File: config.mk
export PLATFORM = sky130hd
export DESIGN_NAME = chr_ctrl
export DESIGN_NICKNAME = d
export VERILOG_FILES = /design/src/hdl/chr_pkg.sv /design/src/hdl/chr_ctrl.sv
export SDC_FILE = /design/constraint.sdc
export NUM_CORES = 1
export LEC_CHECK = 0
export ABC_CLOCK_PERIOD_IN_PS = 2500
export BUFFER_PORTS_ARGS = -buffer_cell sky130_fd_sc_hd__buf_2
export CORE_AREA = 2 2 39 41
export DETAILED_ROUTE_END_ITERATION = 16
export DIE_AREA = 0 0 41 43
export SLEW_MARGIN = 20
export SYNTH_ARGS = -nofsm -noshare
export SYNTH_HDL_FRONTEND = slang
export SYNTH_SLANG_ARGS = --single-unit
File: constraint.sdc
create_clock -name clk -period 2.5 [get_ports clk]
set_input_delay 0.125 -clock clk [delete_from_list [all_inputs] [get_ports clk]]
set_output_delay 0.125 -clock clk [all_outputs]
set_load 0.01 [all_outputs]
File: src/hdl/chr_pkg.sv
package chr_pkg;

  // Field widths of the command and response words.
  localparam int OPCODE_W     = 1;
  localparam int CHAR_W       = 8;
  localparam int RECENCY_W    = 4;
  localparam int POSITION_W   = 6;
  localparam int LINE_COUNT_W = 5;
  localparam int STATUS_W     = 2;

  // Default ring geometry.
  localparam int DEF_HISTORY_DEPTH = 16;
  localparam int DEF_LINE_BYTES    = 64;

  // Command opcodes.
  localparam logic [OPCODE_W-1:0] OP_PUSH = 1'b0;
  localparam logic [OPCODE_W-1:0] OP_READ = 1'b1;

  // Push status codes.
  localparam logic [STATUS_W-1:0] ST_NONE   = 2'd0;
  localparam logic [STATUS_W-1:0] ST_STORED = 2'd1;
  localparam logic [STATUS_W-1:0] ST_DUP    = 2'd2;
  localparam logic [STATUS_W-1:0] ST_EMPTY  = 2'd3;

  // Commands from the controller to the datapath.
  typedef struct packed {
    logic accept;
    logic finish;
    logic copy_step;
  } cmd_t;

  // Status from the datapath to the controller.
  typedef struct packed {
    logic commit;
    logic copy_done;
  } sts_t;

endpackage

File: src/hdl/chr_ctrl.sv
module chr_ctrl import chr_pkg::*; (
  input  logic clk,
  input  logic rst,
  input  logic in_valid,
  output logic in_ready,
  output logic out_valid,
  input  logic out_ready,
  input  sts_t sts,
  output cmd_t ctl
);

  typedef enum logic [2:0] {
    S_IDLE = 3'b001,
    S_EVAL = 3'b010,
    S_COPY = 3'b100
  } state_t;

  state_t state, state_next;
  logic   out_free;

  // The output register can take a new word when empty or being drained.
  assign out_free = !out_valid || out_ready;

  // Next state and datapath commands.
  always_comb begin
    ctl        = '0;
    in_ready   = 1'b0;
    state_next = state;
    case (state)
      S_IDLE: begin
        in_ready   = 1'b1;
        ctl.accept = in_valid;
        if (in_valid) begin
          state_next = S_EVAL;
        end
      end
      S_EVAL: begin
        if (out_free) begin
          ctl.finish = 1'b1;
          state_next = sts.commit ? S_COPY : S_IDLE;
        end
      end
      S_COPY: begin
        ctl.copy_step = 1'b1;
        if (sts.copy_done) begin
          state_next = S_IDLE;
        end
      end
      default: begin
        state_next = S_IDLE;
      end
    endcase
  end

  // State register.
  always_ff @(posedge clk) begin
    if (rst) begin
      state <= S_IDLE;
    end else begin
      state <= state_next;
    end
  end

  // Output word valid flag.
  always_ff @(posedge clk) begin
    if (rst) begin
      out_valid <= 1'b0;
    end else if (ctl.finish) begin
      out_valid <= 1'b1;
    end else if (out_ready) begin
      out_valid <= 1'b0;
    end
  end

endmodule

After elaboration in Yosys (flattened, before gate mapping) --
Cells that the tools add are included.
Storage, ports and cells: word-level logic and storage cells 24, flip-flop bits (word level) 4
Operators by class: muxes and demuxes 12, equal/unequal tests 6, reductions and logical operators 4
Operator list (number):
- 2-to-1 mux 3 bit | 4
- case mux 3 bit (3 select lines) | 1
- 2-to-1 mux 1 bit | 7
- != test 2 bit, second input constant | 3
- equality test 3 x 1 -> 1 bit, second input constant | 1
- equality test 3 x 2 -> 1 bit, second input constant | 1
- equality test 3 bit, second input constant | 1
- AND reduction 3 bit | 1
- nonzero test 2 bit | 1
- logical NOT 1 bit | 1
- logical OR 1 bit | 1

Depth between registers and ports, before layout --
depth after elaboration 5, mapped depth 3, depth with buffers taken out 3

Worst setup path before layout --
Ideal clock, no wire load.
path kind reg2reg, from reg out_valid, to reg state[0], data arrival time 933 ps, data required time 2378 ps, cell stages (with the launch flop) 4, clock period less this slack 1055 ps, library setup time 122 ps, slack 1445 ps, cell sequence dfxtp_1 -> nor2b_1 -> o21ai_1 -> a221o_1
On the way: word-level cells in the longest chain between the ends 4
RTL lines:
- start, declared | RTL line chr_ctrl.sv:6 | output logic out_valid,
- start signal, assigned | RTL line chr_ctrl.sv:67 | out_valid <= 1'b0;
- start signal, assigned | RTL line chr_ctrl.sv:69 | out_valid <= 1'b1;
- start signal, assigned | RTL line chr_ctrl.sv:71 | out_valid <= 1'b0;
- logical NOT 1 bit | RTL line chr_ctrl.sv:22 | assign out_free = !out_valid || out_ready;
- logical OR 1 bit | RTL line chr_ctrl.sv:22
- != test 2 bit (no source line)
- AND reduction 3 bit (no source line)
- end signal, assigned | RTL line chr_ctrl.sv:60 | state <= state_next;
- end, declared | RTL line chr_ctrl.sv:18 | state_t state, state_next;
No other way between the ends. A chain may end at the register's enable or synchronous reset.

==> impl_metrics.csv <==
group,metric,value,unit
power_and_ir_drop,power.internal,0.1352,mW
detailed_routing,drt-vias-per-instance,4.000,
synth,syn_area_per_cell,8.458,um2
clock_tree,cts_tree,"yes",
clock_tree,cts_made_buffers,3,
synth,async_flop_share,0,%
power_and_ir_drop,p_switching,0.04270,mW
floorplan,die_w,41,um
clock_tree,clock_path_buffers,2,
synth,synth_edf_count,0,
finish,syn2layout_area_growth,42.01,%
finish,diodes,0,
critical_path,path_cells,"and2b_1 -> nand2b_1 -> nor2_1 -> buf_2",
grt,grt_overflow,0,
synth,synthTopCellsByArea,"dfxtp_1 38%, nand3b_1 7.1%, nand2b_1 5.9%",
sta,slew_headroom,83.20,%
sta,tightest_slew,0.2517,ns
synth,synth_cell_type_count,18,
clock_tree,cts_root_buf,"clkbuf_4",
critical_path,critPathSlowestCell,"dfxtp_1",
grt,antenna_found_initial,0,
placed_design,globalplace.congestion,0.7815,
floorplan,core,1384,um2
grt,met1_usage,9.873,%
critical_path,slowest_delay,0.40,ns
grt,use_met3,4.712,%
synth,yosys-top-cells-count,"4 x dfxtp_1, 3 x nor2_1, 2 x nand2b_1, 2 x nand3b_1",
grt,grt_pass1_wl,814,um
job,cap_violations,0,
power_and_ir_drop,power.share.switching,24.00,%
clock_tree,clk_pin_slew,0.04,ns
sta,fmax,794.5,MHz
floorplan,io_pins,11,
sta,hold_violations,0,
clock_tree,holdBufCountCts,0,
detailed_routing,drt_iter0_markers,6,
detailed_routing,drc_errors,0,
power_and_ir_drop,p_per_area,592.4,nW/um2
grt,grt-busiest-layer,"met1",
finish,multi_input_area,127.6,um2
synth,synthFlopType,"dfxtp_1",
critical_path,critical_path_arrival,1.13,ns
synth,synth_top_area_share,37.87,%
sta,setup-tns-final,0,ns
sta,min_period_over_period,50.34,%
clock_tree,ctsHtreeMaxLevel,1,
power_and_ir_drop,p_comb_share,14.6,%
synth,synth.most_common_cell,"dfxtp_1",
sta,setup_violations,0,
synth,yosysTopAreaCell,"dfxtp_1",
critical_path,end_kind,"primary output",
finish,drive_gt1_share,37.84,%
detailed_routing,wire_per_inst,9.264,um
floorplan,dieArea,1763,um2
power_and_ir_drop,p_clk_share,44.5,%
finish,n_fill_cell,160,
critical_path,start_kind,"register",
synth,synth.yosys.seq_area_share,37.87,%
placed_design,place.port_buffers,10,
critical_path,ff2ff_setup_slack,1.42,ns
critical_path,worstSetupPathType,"reg2out",
synth,ys_ff_latch,4,
clock_tree,post_cts_buffers,0,
detailed_routing,vias,212,
clock_tree,cts_resized,0,
grt,grt_pass1_vias,191,
floorplan,start_util,15.28,%
synth,yosys_warnings,0,
finish,nNetsFinal,45,
sta,fin_skew,0.005551,ns
power_and_ir_drop,vdd_drop_max,0.1538,mV
outcome,status,"completed",
detailed_routing,first_pass_iters,4,
sta,fin_crit,1.259,ns
finish,regArea,80.08,um2
power_and_ir_drop,p_leak,0.1327,nW
clock_tree,clk_latency,0.23,ns
grt,grt_use_met2,7.500,%
sta,drv_slew,0,
clock_tree,cts_sinks,4,
synth,synth_area,211.5,um2
critical_path,critPathBufInv,1,
placed_design,placed_cells,50,
finish,layout.cells.non_filler,53,
floorplan,rows,14,
grt,grt_usage,7.608,%
synth,synth_fp_nets,31,
grt,grt_max_degree,10,
power_and_ir_drop,seqPwrFrac,40.9,%
floorplan,die_h,43,um
synth,syn_inst,25,
critical_path,crit_fanout,6,
critical_path,crit_required,2.38,ns
sta,rsz0062_at_grt,"no",
worst_hold_path,hold_path_class,"in2reg",
detailed_routing,postRouteAntennaNets,0,
detailed_routing,routed_wirelength,491,um
critical_path,path_delay_family,"flip-flops",
[layout by cell type, fill, tap and decap left out]
| cell type | instances |
|---|---|
| dfxtp_1 | 4 |
| nor3_1 | 1 |
| and3_1 | 1 |
| and2b_1 | 1 |
| a211oi_1 | 1 |
| nor2b_1 | 1 |
| o21ai_1 | 1 |
| buf_2 | 10 |
| a221o_1 | 1 |
| nor3b_1 | 1 |
| clkbuf_4 | 3 |
| a21oi_1 | 1 |
| nand2b_1 | 2 |
| nand3b_1 | 2 |
| nor3b_2 | 1 |
| nor2_1 | 3 |
| and2_1 | 1 |
| a31oi_1 | 1 |
| nand2_1 | 1 |
[per-stage QoR]
step	instance area [um2]	power, mW	hold WS [ns]	utilization (%)	setup WS, ns
2_1_floorplan	211.5	0.08820	0.1941	-	1.445
3_3_place_gp	277.8	0.09965	0.3498	20.07	1.418
3_5_place_dp	277.8	0.09996	0.3500	20.07	1.421
4_1_cts	300.3	0.1844	0.1016	21.70	1.237
5_1_grt	300.3	0.1947	0.1113	21.70	1.137
6_report	300.3	0.1779	0.1086	21.70	1.241
[layer usage]
layer / up-vias / wire, um
met5: - / 0
li1: 115 / -
met2: 9 / 182
met3: 0 / 52
met4: 0 / 0
met1: 88 / 256
[registers in the layout, summed over array words and instances (netlist names)]
name / cells
state: 3
out_valid: 1
[worst register-to-register path: stages, from the launching register on]
cell and delay (ns):
dfxtp_1 0.40, and2b_1 0.20, o21ai_1 0.07, a221o_1 0.30
[area by class of cell]
class | count | area share (%)
sequential | 4 | 26.67
tap | 16 | 6.667
timing repair buffer | 10 | 16.67
clock buffer | 3 | 7.500
multi-input combinational | 20 | 42.50
[cell families after synthesis]
logic type	Yosys count	synth area share [%]
AND/OR/NAND/NOR	15	44.38
buffers and inverters	1	1.773
AO/OA/AOI/OAI	5	15.98
flip-flops	4	37.87
[power groups by stage]
stage	clock network (mW)	logic [mW]	registers, mW
after floorplan	0	0.0176	0.0706
after global placement	0	0.0261	0.0736
after detailed placement	0	0.0261	0.0738
after CTS	0.0854	0.0263	0.0727
after global routing	0.0920	0.0291	0.0736
final	0.0792	0.0260	0.0727
[path summary, 6_finish.rpt]
kind	startpoint	to	cells past startpoint
max	state[1]	ctl[1]	4
min	rst	out_valid	2
max reg2reg	state[1]	state[0]	3
min reg2reg	state[2]	state[1]	1
(Power assumes the default switching activity.)
